$ cat config.mk
export PLATFORM = sky130hd
export DESIGN_NAME = prime_factor_count
export DESIGN_NICKNAME = d
export VERILOG_FILES = /design/src/pfc_pkg.sv /design/src/pfc_datapath.sv /design/src/pfc_ctrl.sv /design/src/prime_factor_count.sv
export SDC_FILE = /design/constraint.sdc
export NUM_CORES = 1
export LEC_CHECK = 0
export ABC_AREA = 1
export BUFFER_PORTS_ARGS = -buffer_cell sky130_fd_sc_hd__buf_2
export CAP_MARGIN = 20
export CORE_MARGIN = 2
export CORE_UTILIZATION = 45
export DETAILED_ROUTE_END_ITERATION = 6
export GPL_TIMING_DRIVEN = 1
export PLACE_DENSITY = 0.58
export SKIP_CTS_REPAIR_TIMING = 1
export SLEW_MARGIN = 10
export SYNTH_ARGS = -nofsm -noshare
export SYNTH_HDL_FRONTEND = slang
export SYNTH_HIERARCHICAL = 1
export SYNTH_SLANG_ARGS = --single-unit
export TNS_END_PERCENT = 100
$ cat constraint.sdc
create_clock -name clk -period 3.8 [get_ports clk]
set_input_delay 0.76 -clock clk [delete_from_list [all_inputs] [get_ports clk]]
set_output_delay 0.76 -clock clk [all_outputs]
set_load 0.02 [all_outputs]
$ cat src/pfc_pkg.sv
// shared types and constants for the prime factor counter
// no dependencies; imported by every module of the block
package pfc_pkg;

	localparam int VALUE_WIDTH = 40;
	localparam int COUNT_WIDTH = 6;
	// trial divisor never exceeds the square root of the value plus two
	localparam int DIV_WIDTH   = VALUE_WIDTH / 2 + 2;
	localparam int STEP_WIDTH  = $clog2(VALUE_WIDTH);

	typedef logic [VALUE_WIDTH-1:0] value_t;
	typedef logic [COUNT_WIDTH-1:0] count_t;
	typedef logic [DIV_WIDTH-1:0]   divisor_t;
	typedef logic [STEP_WIDTH-1:0]  step_t;

	localparam step_t    STEP_LAST  = step_t'(VALUE_WIDTH - 1);
	localparam divisor_t FIRST_ODD  = divisor_t'(3);
	localparam divisor_t ODD_STRIDE = divisor_t'(2);

	typedef enum logic [2:0] {
		ST_IDLE,
		ST_STRIP,
		ST_START,
		ST_DIV,
		ST_CHECK,
		ST_FINISH
	} state_t;

	typedef struct packed {
		logic load;
		logic strip;
		logic div_start;
		logic div_step;
		logic take_q;
		logic next_d;
		logic emit;
	} cmd_t;

	typedef struct packed {
		logic rest_zero;
		logic rest_lsb;
		logic div_last;
		logic d_gt_q;
		logic rem_zero;
	} status_t;

endpackage

$ cat src/pfc_datapath.sv
// datapath: remaining value, factor count, trial divisor and a
// one-bit-per-cycle restoring divider; depends on pfc_pkg
module pfc_datapath (
	input  logic             clk,
	input  pfc_pkg::value_t  value,
	input  pfc_pkg::cmd_t    cmd,
	output pfc_pkg::status_t status,
	output pfc_pkg::count_t  factor_count
);
	import pfc_pkg::*;

	value_t   rest_q;
	count_t   count_q;
	divisor_t div_q;
	divisor_t rem_q;
	value_t   quo_q;
	step_t    step_q;
	count_t   factor_count_q;

	logic [DIV_WIDTH:0] shifted;
	logic [DIV_WIDTH:0] diff;
	logic               quo_bit;
	value_t             div_ext;

	assign shifted = {rem_q, quo_q[VALUE_WIDTH-1]};
	assign diff    = shifted - {1'b0, div_q};
	assign quo_bit = ~diff[DIV_WIDTH];
	assign div_ext = value_t'(div_q);

	always_ff @(posedge clk) begin
		if (cmd.load) begin
			rest_q  <= value;
			count_q <= '0;
			div_q   <= FIRST_ODD;
		end else if (cmd.strip) begin
			rest_q  <= rest_q >> 1;
			count_q <= count_q + count_t'(1);
		end else if (cmd.take_q) begin
			rest_q  <= quo_q;
			count_q <= count_q + count_t'(1);
		end else if (cmd.next_d) begin
			div_q <= div_q + ODD_STRIDE;
		end

		if (cmd.div_start) begin
			quo_q  <= rest_q;
			rem_q  <= '0;
			step_q <= STEP_LAST;
		end else if (cmd.div_step) begin
			quo_q  <= {quo_q[VALUE_WIDTH-2:0], quo_bit};
			rem_q  <= quo_bit ? diff[DIV_WIDTH-1:0] : shifted[DIV_WIDTH-1:0];
			step_q <= step_q - step_t'(1);
		end

		// leftover other than one is counted as a last prime
		if (cmd.emit) begin
			factor_count_q <= count_q + count_t'(rest_q != value_t'(1));
		end
	end

	always_comb begin
		status.rest_zero = (rest_q == '0);
		status.rest_lsb  = rest_q[0];
		status.div_last  = (step_q == '0);
		status.d_gt_q    = (div_ext > quo_q);
		status.rem_zero  = (rem_q == '0);
	end

	assign factor_count = factor_count_q;

`ifndef SYNTHESIS
	logic arst_free;
	assign arst_free = 1'b0;

	a_rem_below_div: assert property (@(posedge clk) disable iff (arst_free)
		$past(cmd.div_step) |-> rem_q < div_q)
		else $error("divider remainder not below divisor");

	a_div_odd: assert property (@(posedge clk) disable iff (arst_free)
		cmd.div_start |-> div_q[0] && div_q >= FIRST_ODD)
		else $error("trial divisor not odd or below three");

	a_strip_even: assert property (@(posedge clk) disable iff (arst_free)
		cmd.strip |-> !rest_q[0] && rest_q != '0)
		else $error("factor of two stripped from odd or zero value");
`endif

endmodule

$ cat src/pfc_ctrl.sv
// controller: sequences load, strip of twos, trial divisions and result
// hand-off, and owns both handshakes; depends on pfc_pkg
module pfc_ctrl (
	input  logic             clk,
	input  logic             arst_n,
	input  logic             in_valid,
	output logic             in_stall,
	output logic             out_valid,
	input  logic             out_stall,
	input  pfc_pkg::status_t status,
	output pfc_pkg::cmd_t    cmd
);
	import pfc_pkg::*;

	state_t state_q, state_d;
	logic   out_valid_q;
	logic   out_free;

	assign out_free = !out_valid_q || !out_stall;

	always_ff @(posedge clk or negedge arst_n) begin
		if (!arst_n) begin
			state_q     <= ST_IDLE;
			out_valid_q <= 1'b0;
		end else begin
			state_q <= state_d;
			if (cmd.emit) begin
				out_valid_q <= 1'b1;
			end else if (!out_stall) begin
				out_valid_q <= 1'b0;
			end
		end
	end

	always_comb begin
		state_d = state_q;
		unique case (state_q)
			ST_IDLE: begin
				if (in_valid) state_d = ST_STRIP;
			end
			ST_STRIP: begin
				if (status.rest_zero || status.rest_lsb) state_d = ST_START;
			end
			ST_START: begin
				state_d = ST_DIV;
			end
			ST_DIV: begin
				if (status.div_last) state_d = ST_CHECK;
			end
			ST_CHECK: begin
				if (status.d_gt_q) state_d = ST_FINISH;
				else state_d = ST_START;
			end
			ST_FINISH: begin
				if (out_free) state_d = ST_IDLE;
			end
			default: state_d = ST_IDLE;
		endcase
	end

	always_comb begin
		cmd      = '0;
		in_stall = 1'b1;
		unique case (state_q)
			ST_IDLE: begin
				in_stall = 1'b0;
				cmd.load = in_valid;
			end
			ST_STRIP: begin
				cmd.strip = !(status.rest_zero || status.rest_lsb);
			end
			ST_START: begin
				cmd.div_start = 1'b1;
			end
			ST_DIV: begin
				cmd.div_step = 1'b1;
			end
			ST_CHECK: begin
				// divisor past the square root ends the search
				cmd.take_q = !status.d_gt_q && status.rem_zero;
				cmd.next_d = !status.d_gt_q && !status.rem_zero;
			end
			ST_FINISH: begin
				cmd.emit = out_free;
			end
			default: begin
				in_stall = 1'b1;
			end
		endcase
	end

	assign out_valid = out_valid_q;

`ifndef SYNTHESIS
	a_accept_strip: assert property (@(posedge clk) disable iff (!arst_n)
		in_valid && !in_stall |=> state_q == ST_STRIP)
		else $error("accepted request did not start stripping");

	a_emit_from_finish: assert property (@(posedge clk) disable iff (!arst_n)
		$rose(out_valid_q) |-> $past(state_q == ST_FINISH))
		else $error("result raised outside finish");

	a_div_to_check: assert property (@(posedge clk) disable iff (!arst_n)
		state_q == ST_DIV && status.div_last |=> state_q == ST_CHECK)
		else $error("division did not end in check");
`endif

endmodule

$ cat src/prime_factor_count.sv
// prime factor count by trial division: controller plus serial-divider datapath
// each trial division runs the serial divider at one quotient bit per cycle
// worst case about 2^19 odd divisors are tried for a 40-bit prime
// one request at a time; the next is taken while a result waits to be read
// arst_n clears the controller and output valid; data registers are not reset
module prime_factor_count (
	input  logic                  clk,
	input  logic                  arst_n,
	input  logic                  in_valid,
	output logic                  in_stall,
	input  pfc_pkg::value_t       value,
	output logic                  out_valid,
	input  logic                  out_stall,
	output pfc_pkg::count_t       factor_count
);
	import pfc_pkg::*;

	cmd_t    cmd;
	status_t status;

	pfc_ctrl u_ctrl (
		.clk       (clk),
		.arst_n    (arst_n),
		.in_valid  (in_valid),
		.in_stall  (in_stall),
		.out_valid (out_valid),
		.out_stall (out_stall),
		.status    (status),
		.cmd       (cmd)
	);

	pfc_datapath u_datapath (
		.clk          (clk),
		.value        (value),
		.cmd          (cmd),
		.status       (status),
		.factor_count (factor_count)
	);

endmodule

==> reports/summary.txt, run 1 <==
Result of the run = complete, no violations
First-pass GRT wire length = 38.2 mm
CP Class = reg2reg
Flip-flop and latch count after synthesis = 145
Clock network fraction of design power = 21.6%
Post-synthesis cell area = 0.00916 mm2
Unique masters post-synth = 45
Minimum clock period = 3.32 ns
Non-Filler Cell Area, Final = 0.0102 mm2
Power share of the combinational group = 46.4%
Highest clock rate = 301 MHz
Total count of max-transition violations in the final report = 0
Seq/Total Area, Yosys = 41.3%
Switching power total = 3.19 mW
Clock Sink Count = 145
Launching element type of the critical path = flop
X dimension of the die = 147 um
Number of non-filler instances in the completed layout = 1,573
Mapped Cells = 1,247
Sequential power share = 32.0%
Max Buffers Root-to-Sink = 2
Final ANT Viol Nets = 0
Post-CTS clock slew at the launch and capture registers of the worst setup and hold paths = 0.06 ns
Routed len/inst = 14.6 um
Standard cell with the maximum stage delay on the critical path = sky130_fd_sc_hd__edfxtp_1
Setup slack after placement = 0.485 ns
Core area = 0.0201 mm2
Worst clock skew = 0.0121 ns
CTS root buf = sky130_fd_sc_hd__clkbuf_16
Synth cell count leaders = sky130_fd_sc_hd__nand2_1 (334), sky130_fd_sc_hd__inv_1 (187), sky130_fd_sc_hd__a21oi_1 (120), sky130_fd_sc_hd__nor2_1 (108), sky130_fd_sc_hd__edfxtp_1 (86)
Most prevalent standard cell on the critical path = sky130_fd_sc_hd__nor2_1
Setup violation total in the final timing report = 0
Cell types occupying the most area after synthesis = sky130_fd_sc_hd__edfxtp_1 (28%), sky130_fd_sc_hd__nand2_1 (14%), sky130_fd_sc_hd__dfxtp_1 (12%)
Full die area = 0.0215 mm2
RSZ-0062 raised after global routing = false
Slew at the pin closest to its max-slew limit = 0.769 ns
Type of destination of the critical path = flop
Skew-Pair Late Insertion Delay = 0.42 ns
Die height = 147 um
Ratio of cells with drive above 1 in the final layout = 11.0%
Worst-case vdd ir drop = 0.323 mV
Final worst path period share = 87.4%
# nets final = 1,382
Starting utilization of the core area = 45.6%
Count of unresolved DRC violations after routing = 0
Fin. Hold Viols = 0
Io pins = 52
Longest individual stage delay on the worst path = 0.53 ns
WHS = 0.131 ns
Routability Congestion = 0.903
CP Max Fanout = 8
Vias in the first global route = 7,520
Power per unit of standard cell area = 716 mW/mm2
Int Pwr = 4.15 mW
# Max-Cap Violations = 0
Leakage power total = 4.71 nW
Number of standard-cell rows in the floorplan = 52
Total wire length after detailed routing = 23.0 mm
Family of cells with the greatest summed delay on the critical path = simple AND/OR/NAND/NOR gates
Most used DFF post-synth = sky130_fd_sc_hd__edfxtp_1
Detailed-router iteration count before antenna repair = 4
Vias per Instance = 5.05
Switching Fraction = 43.4%
Data arrival at the endpoint of the critical path = 3.63 ns
Synth Area per Inst = 7.35 um2
Total number of vias = 7,938
CTS tree = yes
H-tree depth reported by CTS = 4
Area grow syn2layout = 11.8%
All-layer global routing usage = 22.1%
Total clock buffers created by CTS = 17
Antenna violations before repair = 0
Violation count after the first detailed-routing iteration = 448
Share of the synthesized area in the top cell type = 28.2%
Most frequent cell after synthesis = sky130_fd_sc_hd__nand2_1
Synth warnings = 6
Share of synthesized flip-flops with an asynchronous set or reset = 2.76%
Setup TNS = 0 ns
Number of buffers inserted by port buffering = 51
Most area-hungry cell type in the Yosys netlist = sky130_fd_sc_hd__edfxtp_1
Utilization after layout = 51.0%
Placed wire-length estimate = 16.6 mm
Path type of the worst min-delay path = in2async
Worst EP required = 4.11 ns
Design Power = 7.34 mW
Antenna diode instance count = 0
Critical path buffers and inverters = 1
Remaining global-route overflow = 0
Placed cell area = 0.00967 mm2
Net Count, Synth = 1,339
Number of enable flip-flop cells after synthesis = 86
Cell Chain, Critical Path = inv_1 -> nand4_1 -> nor4_1 -> nand2_1 -> a21oi_1 -> nand3b_1 -> nor2_1 -> nor2_8 -> nand2_4 -> nor2_4 -> nand2_1 -> nor2_1 -> nand3_1 -> nor2_2 -> nand3_2 -> o21ai_0 -> nor2_1
Placed instance count = 1,540
Worst max-slew margin expressed relative to the limit = 48.7%
Crit path setup slack, layout = 0.480 ns
Pin count of the biggest net entering global routing = 87
==> registers in the layout (all words and copies together) (netlist names) <==
register	count
u_datapath/quo_q	40
u_datapath/rest_q	40
u_datapath/rem_q	22
u_datapath/div_q	21
u_datapath/count_q	6
u_datapath/factor_count	6
u_datapath/step_q	6
u_ctrl/state_q	3
u_ctrl/out_valid	1
==> final timing paths <==
| check | cells past startpoint | end | startpoint | slack [ns] |
|---|---|---|---|---|
| min | 1 | u_ctrl/out_valid$_DFFE_PN0P_ | arst_n | 0.13 |
| max in group asynchronous | 1 | u_ctrl/state_q[1]$_DFFE_PN0P_ | arst_n | 3.56 |
| min in group clk | 2 | u_datapath/step_q[5]$_SDFFE_PP1P_ | u_datapath/step_q[5]$_SDFFE_PP1P_ | 0.47 |
| max reg2reg | 17 | u_datapath/div_q[18]$_SDFFE_PP0P_ | u_datapath/quo_q[39]$_DFFE_PP_ | 0.48 |
| max | 17 | u_datapath/div_q[18]$_SDFFE_PP0P_ | u_datapath/quo_q[39]$_DFFE_PP_ | 0.48 |
| min reg2reg | 2 | u_datapath/step_q[5]$_SDFFE_PP1P_ | u_datapath/step_q[5]$_SDFFE_PP1P_ | 0.47 |
==> placed cells by master (no fill, tap or decap), drive strengths merged <==
| cell | count |
|---|---|
| nor3 | 24 |
| clkbuf | 17 |
| inv | 197 |
| ha | 47 |
| edfxtp | 86 |
| nand3 | 68 |
| or2 | 1 |
| o211ai | 1 |
| a211oi | 1 |
| nor2 | 117 |
| nand3b | 6 |
| nand2 | 356 |
| buf | 62 |
| nand4 | 18 |
| o21ai | 65 |
| nor3b | 2 |
| and3b | 1 |
| o21a | 1 |
| o21bai | 2 |
| dfxtp | 55 |
| clkinvlp | 5 |
| xor2 | 9 |
| dfrtp | 4 |
| xnor2 | 8 |
| a22oi | 1 |
| and2 | 1 |
| o31ai | 1 |
| a31oi | 2 |
| nor4 | 20 |
| clkinv | 3 |
| a21oi | 121 |
| fa | 1 |
==> power groups by stage <==
stage                     clock [mW]  sequential (mW)  combinational (mW)
after floorplan                    0             2.31                2.75
after global placement             0             2.37                3.36
after detailed placement           0             2.37                3.40
after CTS                       1.63             2.35                3.41
after global routing            1.69             2.39                3.97
final                           1.58             2.35                3.40
==> kinds of logic (layout without fill, tap and decap cells) <==
logic type	after synthesis	count (layout)	share of synthesized area (%)
AO/OA/AOI/OAI	195	195	10.9
buffers and inverters	228	284	9.83
AND/OR/NAND/NOR	614	614	29.7
adder cells (fa/ha/maj)	48	48	6.64
flip-flops	145	145	41.3
XOR/XNOR	17	17	1.62
==> cell type report <==
class | instances | area (um2)
clock buffers | 17 | 425
clock inverters | 15 | 126
fillers | 2010 | 9860
inverters | 190 | 713
multi-input cells | 874 | 4500
flip-flops and latches | 145 | 3780
well taps | 270 | 338
repair buffers | 62 | 363
==> per-layer routing <==
layer	share of wire (%)	GRT usage (%)	wire length (um)	vias to the layer above
li1	-	-	-	4163
met1	51	32.2	11600	3615
met2	45	34.7	10200	142
met3	3.6	3.07	835	18
met4	1.1	5.78	247	0
met5	0	0	0	-
==> worst reg2reg max path: stages (launching register included) <==
cell	delay, ns
sky130_fd_sc_hd__edfxtp_1	0.53
sky130_fd_sc_hd__inv_1	0.19
sky130_fd_sc_hd__nand4_1	0.12
sky130_fd_sc_hd__nor4_1	0.48
sky130_fd_sc_hd__nand2_1	0.11
sky130_fd_sc_hd__a21oi_1	0.30
sky130_fd_sc_hd__nand3b_1	0.22
sky130_fd_sc_hd__nor2_1	0.11
sky130_fd_sc_hd__nor2_8	0.14
sky130_fd_sc_hd__nand2_4	0.10
sky130_fd_sc_hd__nor2_4	0.10
sky130_fd_sc_hd__nand2_1	0.07
sky130_fd_sc_hd__nor2_1	0.10
sky130_fd_sc_hd__nand3_1	0.11
sky130_fd_sc_hd__nor2_2	0.16
sky130_fd_sc_hd__nand3_2	0.12
sky130_fd_sc_hd__o21ai_0	0.18
sky130_fd_sc_hd__nor2_1	0.06
No activity file was read; power rests on OpenSTA's default activity.
==> run 2, diff against run 1 <==
- SYNTH_HIERARCHICAL: 1 -> default
==> reports/summary.txt, run 2 <==
Flip-flop and latch count after synthesis = 145 (unchanged)
Total number of vias = 8,038 (was 7,938)
CTS root buf = sky130_fd_sc_hd__clkbuf_16 (unchanged)
Share of the synthesized area in the top cell type = 28.3% (was 28.2%)
Unique masters post-synth = 37 (was 45)
Leakage power total = 4.50 nW (was 4.71 nW)
Mapped Cells = 1,222 (was 1,247)
Result of the run = complete, no violations (unchanged)
Most used DFF post-synth = sky130_fd_sc_hd__edfxtp_1 (unchanged)
Final ANT Viol Nets = 0 (unchanged)
CTS tree = yes (unchanged)
Synth warnings = 0 (was 6)
Power per unit of standard cell area = 974 mW/mm2 (was 716 mW/mm2)
Met1 usage in global routing = 31.7% (was 32.2%)
CP Class = reg2reg (unchanged)
Number of non-filler instances in the completed layout = 1,543 (was 1,573)
Net Count, Synth = 1,315 (was 1,339)
Regs by FF count = u_datapath.quo_q (40), u_datapath.rest_q (40), u_datapath.rem_q (22) (was u_datapath/quo_q (40), u_datapath/rest_q (40), u_datapath/rem_q (22))
Routability Congestion = 0.897 (was 0.903)
Vias in the first global route = 7,706 (was 7,520)
Fin. Hold Viols = 0 (unchanged)
Share of synthesized flip-flops with an asynchronous set or reset = 2.76% (unchanged)
Clock Sink Count = 145 (unchanged)
Io pins = 52 (unchanged)
Core area = 0.0201 mm2 (unchanged)
Worst clock skew = 0.00817 ns (was 0.0121 ns)
Number of standard-cell rows in the floorplan = 52 (unchanged)
Violation count after the first detailed-routing iteration = 500 (was 448)
CP Max Fanout = 40 (was 8)
Starting utilization of the core area = 45.4% (was 45.6%)
Placed instance count = 1,511 (was 1,540)
Area grow syn2layout = 11.6% (was 11.8%)
Placed wire-length estimate = 17.2 mm (was 16.6 mm)
All-layer global routing usage = 22.8% (was 22.1%)
Number of buffers inserted by port buffering = 51 (unchanged)
Seq/Total Area, Yosys = 41.4% (was 41.3%)
First-pass GRT wire length = 39.2 mm (was 38.2 mm)
Worst EP required = 3.86 ns (was 4.11 ns)
Worst-case vdd ir drop = 0.806 mV (was 0.323 mV)
Slew at the pin closest to its max-slew limit = 1.05 ns (was 0.769 ns)
Register area = 0.00378 mm2 (unchanged)
Filler Cells Inserted = 1,973 (was 2,010)
Number of cells traversed by the worst register-to-register path = 15 (was 17)
Multi-input gate area = 0.00461 mm2 (was 0.00450 mm2)
Minimum clock period = 2.83 ns (was 3.32 ns)
Vias per Instance = 5.21 (was 5.05)
Launching element type of the critical path = flop (unchanged)
Max Buffers Root-to-Sink = 2 (unchanged)
Global routing usage on met2 = 37.1% (was 34.7%)
# nets final = 1,353 (was 1,382)
Skew-Pair Late Insertion Delay = 0.43 ns (was 0.42 ns)
RSZ-0062 raised after global routing = false (unchanged)
Most frequent cell after synthesis = sky130_fd_sc_hd__nand2_1 (unchanged)
Worst max-slew margin expressed relative to the limit = 29.8% (was 48.7%)
X dimension of the die = 146 um (was 147 um)
Full die area = 0.0214 mm2 (was 0.0215 mm2)
Post-synthesis cell area = 0.00913 mm2 (was 0.00916 mm2)
Total wire length after detailed routing = 23.9 mm (was 23.0 mm)
Setup TNS = 0 ns (unchanged)
Detailed-router iteration count before antenna repair = 5 (was 4)
Type of destination of the critical path = flop (unchanged)
Ratio of cells with drive above 1 in the final layout = 9.51% (was 11.0%)
Data arrival at the endpoint of the critical path = 2.89 ns (was 3.63 ns)
Count of unresolved DRC violations after routing = 0 (unchanged)
Most common cell after layout, fill and taps aside = sky130_fd_sc_hd__nand2_1 (unchanged)
Final worst path period share = 74.4% (was 87.4%)
Synth cell count leaders = sky130_fd_sc_hd__nand2_1 (384), sky130_fd_sc_hd__inv_1 (134), sky130_fd_sc_hd__nor2_1 (104), sky130_fd_sc_hd__edfxtp_1 (86), sky130_fd_sc_hd__nand3_1 (66) (was sky130_fd_sc_hd__nand2_1 (334), sky130_fd_sc_hd__inv_1 (187), sky130_fd_sc_hd__a21oi_1 (120), sky130_fd_sc_hd__nor2_1 (108), sky130_fd_sc_hd__edfxtp_1 (86))
Most area-hungry cell type in the Yosys netlist = sky130_fd_sc_hd__edfxtp_1 (unchanged)
# Max-Cap Violations = 0 (unchanged)
Most crowded layer after global routing = met2 (unchanged)
Routed len/inst = 15.5 um (was 14.6 um)
Routing usage on met3 = 3.53% (was 3.07%)
Most frequent cells in the layout = sky130_fd_sc_hd__nand2_1 (382), sky130_fd_sc_hd__inv_1 (134), sky130_fd_sc_hd__nor2_1 (102), sky130_fd_sc_hd__edfxtp_1 (86), sky130_fd_sc_hd__nand3_1 (66) (was sky130_fd_sc_hd__nand2_1 (333), sky130_fd_sc_hd__inv_1 (185), sky130_fd_sc_hd__a21oi_1 (120), sky130_fd_sc_hd__nor2_1 (106), sky130_fd_sc_hd__edfxtp_1 (86))
Remaining global-route overflow = 0 (unchanged)
Antenna violations before repair = 0 (unchanged)
Total count of max-transition violations in the final report = 0 (unchanged)
H-tree depth reported by CTS = 4 (unchanged)
Total clock buffers created by CTS = 17 (unchanged)
Number of enable flip-flop cells after synthesis = 86 (unchanged)
Highest clock rate = 354 MHz (was 301 MHz)
Cell types occupying the most area after synthesis = sky130_fd_sc_hd__edfxtp_1 (28%), sky130_fd_sc_hd__nand2_1 (16%), sky130_fd_sc_hd__dfxtp_1 (12%) (was sky130_fd_sc_hd__edfxtp_1 (28%), sky130_fd_sc_hd__nand2_1 (14%), sky130_fd_sc_hd__dfxtp_1 (12%))
Setup violation total in the final timing report = 0 (unchanged)
Pin count of the biggest net entering global routing = 52 (was 87)
Die height = 146 um (was 147 um)
Synth Area per Inst = 7.47 um2 (was 7.35 um2)
Post-CTS clock slew at the launch and capture registers of the worst setup and hold paths = 0.06 ns (about the same)
Antenna diode instance count = 0 (unchanged)
Path type of the worst min-delay path = in2async (unchanged)
run 2: cell count changes in the layout (fill, tap and decap cells not counted), sizes merged, moves of 9 or more:
cell / before / now
a21oi: 121 / 60
inv: 197 / 139
nand2: 356 / 396
a31oi: 2 / 40
xor2: 9 / 29
nand4: 18 / 37
nor4: 20 / 5
o21ai: 65 / 52
nor2: 117 / 108
run 2: cell families after synthesis:
family | after synthesis | share of synthesized area (%)
buf+inv | 182 | 8.32
flops | 145 | 41.4
simple gates | 643 | 29.8
xor+xnor | 40 | 3.84
fa+ha+maj | 49 | 6.80
compound gates | 163 | 9.77
run 2: layout make-up:
class / instances / share of cell area [%]
clock buffers: 17 / 4.18
clock inverters: 15 / 1.56
inverters: 137 / 5.05
multi-input cells: 895 / 45.3
flip-flops and latches: 145 / 37.1
well taps: 270 / 3.32
repair buffers: 64 / 3.46
run 2: metal layers:
metal	up-vias	share of wire, %
li1	4135	-
met2	172	46
met1	3700	48
met5	-	0
met3	31	4.3
met4	0	1.5
run 2: report_power, final:
group	switching (mW)	internal, mW	leakage, nW
Sequential	0.510	2.57	1.31
Combinational	3.46	1.70	2.92
Clock	0.711	0.972	0.275
Total	4.68	5.24	4.50
run 2: worst max-delay path: stages, from the launching register on:
cell and delay (ns):
sky130_fd_sc_hd__dfxtp_1 0.51, sky130_fd_sc_hd__ha_1 0.30, sky130_fd_sc_hd__nand2_1 0.08, sky130_fd_sc_hd__inv_1 0.06
sky130_fd_sc_hd__nand2_1 0.06, sky130_fd_sc_hd__nand2_1 0.04, sky130_fd_sc_hd__a21oi_1 0.12, sky130_fd_sc_hd__nand2_1 0.06
sky130_fd_sc_hd__nand2_1 0.05, sky130_fd_sc_hd__nand2_1 0.06, sky130_fd_sc_hd__nand2_1 0.10, sky130_fd_sc_hd__nand3_2 0.14
sky130_fd_sc_hd__nand2_1 0.23, sky130_fd_sc_hd__inv_1 0.09, sky130_fd_sc_hd__nand2_2 0.06, sky130_fd_sc_hd__buf_4 0.45
run 2: metrics by stage:
stage / hold WS (ns) / area (um2) / total power [mW] / utilization, % / setup WS [ns]
finish: 0.123 / 10200 / 9.92 / 50.7 / 0.974
detailed placement: 0.457 / 9600 / 8.23 / 47.8 / 0.961
floorplan: 0.429 / 9130 / 7.12 / - / 0.890
global placement: 0.441 / 9600 / 8.20 / 47.8 / 1.06
CTS: 0.104 / 10200 / 9.97 / 50.7 / 0.953
global route: 0.112 / 10200 / 10.9 / 50.7 / 0.738
run 2: path summary, 6_finish.rpt:
kind / from / endpoint / slack, ns
setup reg to reg: u_datapath.div_q[10]$_SDFFE_PP0P_ / u_datapath.rest_q[38]$_DFFE_PP_ / 0.97
setup / recovery: u_datapath.div_q[10]$_SDFFE_PP0P_ / u_datapath.rest_q[38]$_DFFE_PP_ / 0.97
max in group asynchronous: arst_n / u_ctrl.state_q[0]$_DFFE_PN0P_ / 3.56
min in group clk: u_datapath.step_q[5]$_SDFFE_PP1P_ / u_datapath.step_q[5]$_SDFFE_PP1P_ / 0.46
hold / removal: arst_n / u_ctrl.out_valid$_DFFE_PN0P_ / 0.12
hold reg to reg: u_datapath.step_q[5]$_SDFFE_PP1P_ / u_datapath.step_q[5]$_SDFFE_PP1P_ / 0.46
==> run 3, diff against run 2 <==
- PLACE_DENSITY: 0.58 -> 0.6
- clock period: 3.8 -> 2.5 ns (I/O delays scaled with it)
==> reports/summary.txt, run 3 (synthesis results as in run 2) <==
Result of the run = complete, no violations (unchanged)
Starting utilization of the core area = 45.4% (unchanged)
Met2 wire length = 11.1 mm (was 11.0 mm)
Path type of the worst min-delay path = in2reg (was in2async)
Max Buffers Root-to-Sink = 2 (unchanged)
Vias in the first global route = 7,673 (was 7,706)
Routed len/inst = 15.1 um (was 15.5 um)
X dimension of the die = 146 um (unchanged)
Detailed-router iteration count before antenna repair = 5 (unchanged)
Setup TNS = 0 ns (unchanged)
Total wire length after detailed routing = 23.8 mm (was 23.9 mm)
Remaining global-route overflow = 0 (unchanged)
Sequential power share = 28.9% (was 31.0%)
Antenna violations before repair = 0 (unchanged)
Pin count of the biggest net entering global routing = 46 (was 52)
DRT met1 WL = 11.2 mm (was 11.5 mm)
Ratio of cells with drive above 1 in the final layout = 12.5% (was 9.51%)
Total clock buffers created by CTS = 17 (unchanged)
CTS tree = yes (unchanged)
Launching element type of the critical path = flop (unchanged)
End point of the critical path = u_datapath.quo_q[0]$_DFFE_PP_ (was u_datapath.rest_q[38]$_DFFE_PP_)
Number of standard-cell rows in the floorplan = 52 (unchanged)
CP Class = reg2reg (unchanged)
Fin. Hold Viols = 0 (unchanged)
Worst max-slew margin expressed relative to the limit = 59.2% (was 29.8%)
Clock network fraction of design power = 17.1% (was 17.0%)
CP Max Fanout = 15 (was 40)
Utilization after layout = 53.0% (was 50.7%)
Final worst path period share = 93.9% (was 74.4%)
H-tree depth reported by CTS = 4 (unchanged)
Startpoint of the most critical setup path = u_datapath.div_q[20]$_SDFFE_PP0P_ (was u_datapath.div_q[10]$_SDFFE_PP0P_)
Violation count after the first detailed-routing iteration = 524 (was 500)
Antenna diode instance count = 0 (unchanged)
Crit path setup slack, layout = 0.151 ns (was 0.974 ns)
Cell Chain, Critical Path = inv_1 -> ha_1 -> inv_1 -> nor3_1 -> nand2_1 -> and3_1 -> nand2_2 -> nand2_1 -> nand2_2 -> buf_12 -> o21ai_0 (was ha_1 -> nand2_1 -> inv_1 -> nand2_1 -> nand2_1 -> a21oi_1 -> nand2_1 -> nand2_1 -> nand2_1 -> nand2_1 -> nand3_2 -> nand2_1 -> inv_1 -> nand2_2 -> buf_4)
Met3 wire length = 1.12 mm (was 1.02 mm)
Clock Sink Count = 145 (unchanged)
Final ANT Viol Nets = 0 (unchanged)
Switching power total = 7.31 mW (was 4.68 mW)
Core area = 0.0201 mm2 (unchanged)
Minimum clock period = 2.35 ns (was 2.83 ns)
Data arrival at the endpoint of the critical path = 2.50 ns (was 2.89 ns)
Most common cell after layout, fill and taps aside = sky130_fd_sc_hd__nand2_1 (unchanged)
Standard cell with the maximum stage delay on the critical path = sky130_fd_sc_hd__dfxtp_1 (unchanged)
Setup slack after placement = 0.140 ns (was 0.961 ns)
Filler Cells Inserted = 1,909 (was 1,973)
End of the worst register-to-register path = u_datapath.quo_q[0]$_DFFE_PP_ (was u_datapath.rest_q[38]$_DFFE_PP_)
Int Pwr = 8.84 mW (was 5.24 mW)
Total count of max-transition violations in the final report = 0 (unchanged)
Most frequent cells in the layout = sky130_fd_sc_hd__nand2_1 (380), sky130_fd_sc_hd__inv_1 (132), sky130_fd_sc_hd__nor2_1 (102), sky130_fd_sc_hd__edfxtp_1 (86), sky130_fd_sc_hd__nand3_1 (66) (was sky130_fd_sc_hd__nand2_1 (382), sky130_fd_sc_hd__inv_1 (134), sky130_fd_sc_hd__nor2_1 (102), sky130_fd_sc_hd__edfxtp_1 (86), sky130_fd_sc_hd__nand3_1 (66))
Slew at the pin closest to its max-slew limit = 0.612 ns (was 1.05 ns)
Number of cells traversed by the worst register-to-register path = 11 (was 15)
Full die area = 0.0214 mm2 (unchanged)
Worst clock skew = 0.0100 ns (was 0.00817 ns)
CTS root buf = sky130_fd_sc_hd__clkbuf_16 (unchanged)
Skew-Pair Late Insertion Delay = 0.44 ns (was 0.43 ns)
Worst setup slack for register-to-register paths = 0.15 ns (was 0.97 ns)
Vias per Instance = 5.20 (was 5.21)
Die height = 146 um (unchanged)
Reg2Reg Launch Point = u_datapath.div_q[20]$_SDFFE_PP0P_ (was u_datapath.div_q[10]$_SDFFE_PP0P_)
Longest individual stage delay on the worst path = 0.46 ns (was 0.51 ns)
Io pins = 52 (unchanged)
Setup violation total in the final timing report = 0 (unchanged)
Area grow syn2layout = 16.6% (was 11.6%)
Power per unit of standard cell area = 1520 mW/mm2 (was 974 mW/mm2)
Routability Congestion = 0.911 (was 0.897)
Worst EP required = 2.65 ns (was 3.86 ns)
# Max-Cap Violations = 0 (unchanged)
Number of buffers inserted by port buffering = 51 (unchanged)
Type of destination of the critical path = flop (unchanged)
First-pass GRT wire length = 38.6 mm (was 39.2 mm)
Leakage power total = 4.75 nW (was 4.50 nW)
Worst-case vdd ir drop = 2.65 mV (was 0.806 mV)
Power share of the combinational group = 54.1% (was 52.1%)
Regs by FF count = u_datapath.quo_q (40), u_datapath.rest_q (40), u_datapath.rem_q (22) (unchanged)
Highest clock rate = 426 MHz (was 354 MHz)
Uppermost layer routed = met4 (unchanged)
Total number of vias = 8,211 (was 8,038)
Placed wire-length estimate = 17.8 mm (was 17.2 mm)
Switching Fraction = 45.3% (was 47.2%)
All-layer global routing usage = 22.4% (was 22.8%)
Count of unresolved DRC violations after routing = 0 (unchanged)
# nets final = 1,389 (was 1,353)
Post-CTS clock slew at the launch and capture registers of the worst setup and hold paths = 0.06 ns (about the same)
[run 3: worst min path at each step]
stage / startpoint / to / slack, ns / cells past startpoint
6_report: out_stall / u_ctrl.out_valid$_DFFE_PN0P_ / 0.32 / 3
4_1_cts: arst_n / u_ctrl.out_valid$_DFFE_PN0P_ / -0.16 / 1
3_5_place_dp: arst_n / u_ctrl.out_valid$_DFFE_PN0P_ / 0.31 / 1
2_1_floorplan: arst_n / u_ctrl.out_valid$_DFFE_PN0P_ / 0.20 / 0
5_1_grt: out_stall / u_ctrl.out_valid$_DFFE_PN0P_ / 0.34 / 3
3_3_place_gp: arst_n / u_ctrl.out_valid$_DFFE_PN0P_ / 0.31 / 1
[run 3: metal layers]
layer	global-route usage, %	vias to the layer above
met3	3.34	26
met5	0	-
met2	36.8	219
met1	30.8	3771
li1	-	4195
met4	6.75	0
[run 3: power by group through the flow]
| stage | clock (mW) | combinational, mW | sequential [mW] |
|---|---|---|---|
| floorplan | 0 | 6.37 | 4.45 |
| global placement | 0 | 8.39 | 4.69 |
| detailed placement | 0 | 8.48 | 4.68 |
| CTS | 2.80 | 8.53 | 4.65 |
| global route | 2.90 | 9.88 | 4.78 |
| finish | 2.76 | 8.73 | 4.66 |
[run 3: area by class of cell]
type | instances | area (um2) | area share (%)
Clock buffer | 20 | 457 | 4.29
Multi-Input combinational cell | 895 | 4640 | 43.6
Tap cell | 270 | 338 | 3.17
Timing Repair Buffer | 100 | 743 | 6.98
Inverter | 137 | 514 | 4.83
Sequential cell | 145 | 3780 | 35.5
Clock inverter | 12 | 170 | 1.60
[run 3: worst max-delay path, delay by kind of cell (launching register included)]
| family | cells | cell delay (ns) |
|---|---|---|
| fa+ha+maj | 1 | 0.34 |
| flops | 1 | 0.46 |
| buf+inv | 3 | 0.37 |
| compound gates | 1 | 0.09 |
| simple gates | 6 | 0.80 |
[run 3: metrics by stage]
step           power, mW  hold WS [ns]  std cells  area (um2)
6_report            16.1         0.323       1579       10600
2_1_floorplan       10.8         0.204       1222        9140
3_5_place_dp        13.2         0.308       1541        9910
5_1_grt             17.6         0.341       1579       10600
3_3_place_gp        13.1         0.306       1541        9910
4_1_cts             16.0        -0.156       1573       10500
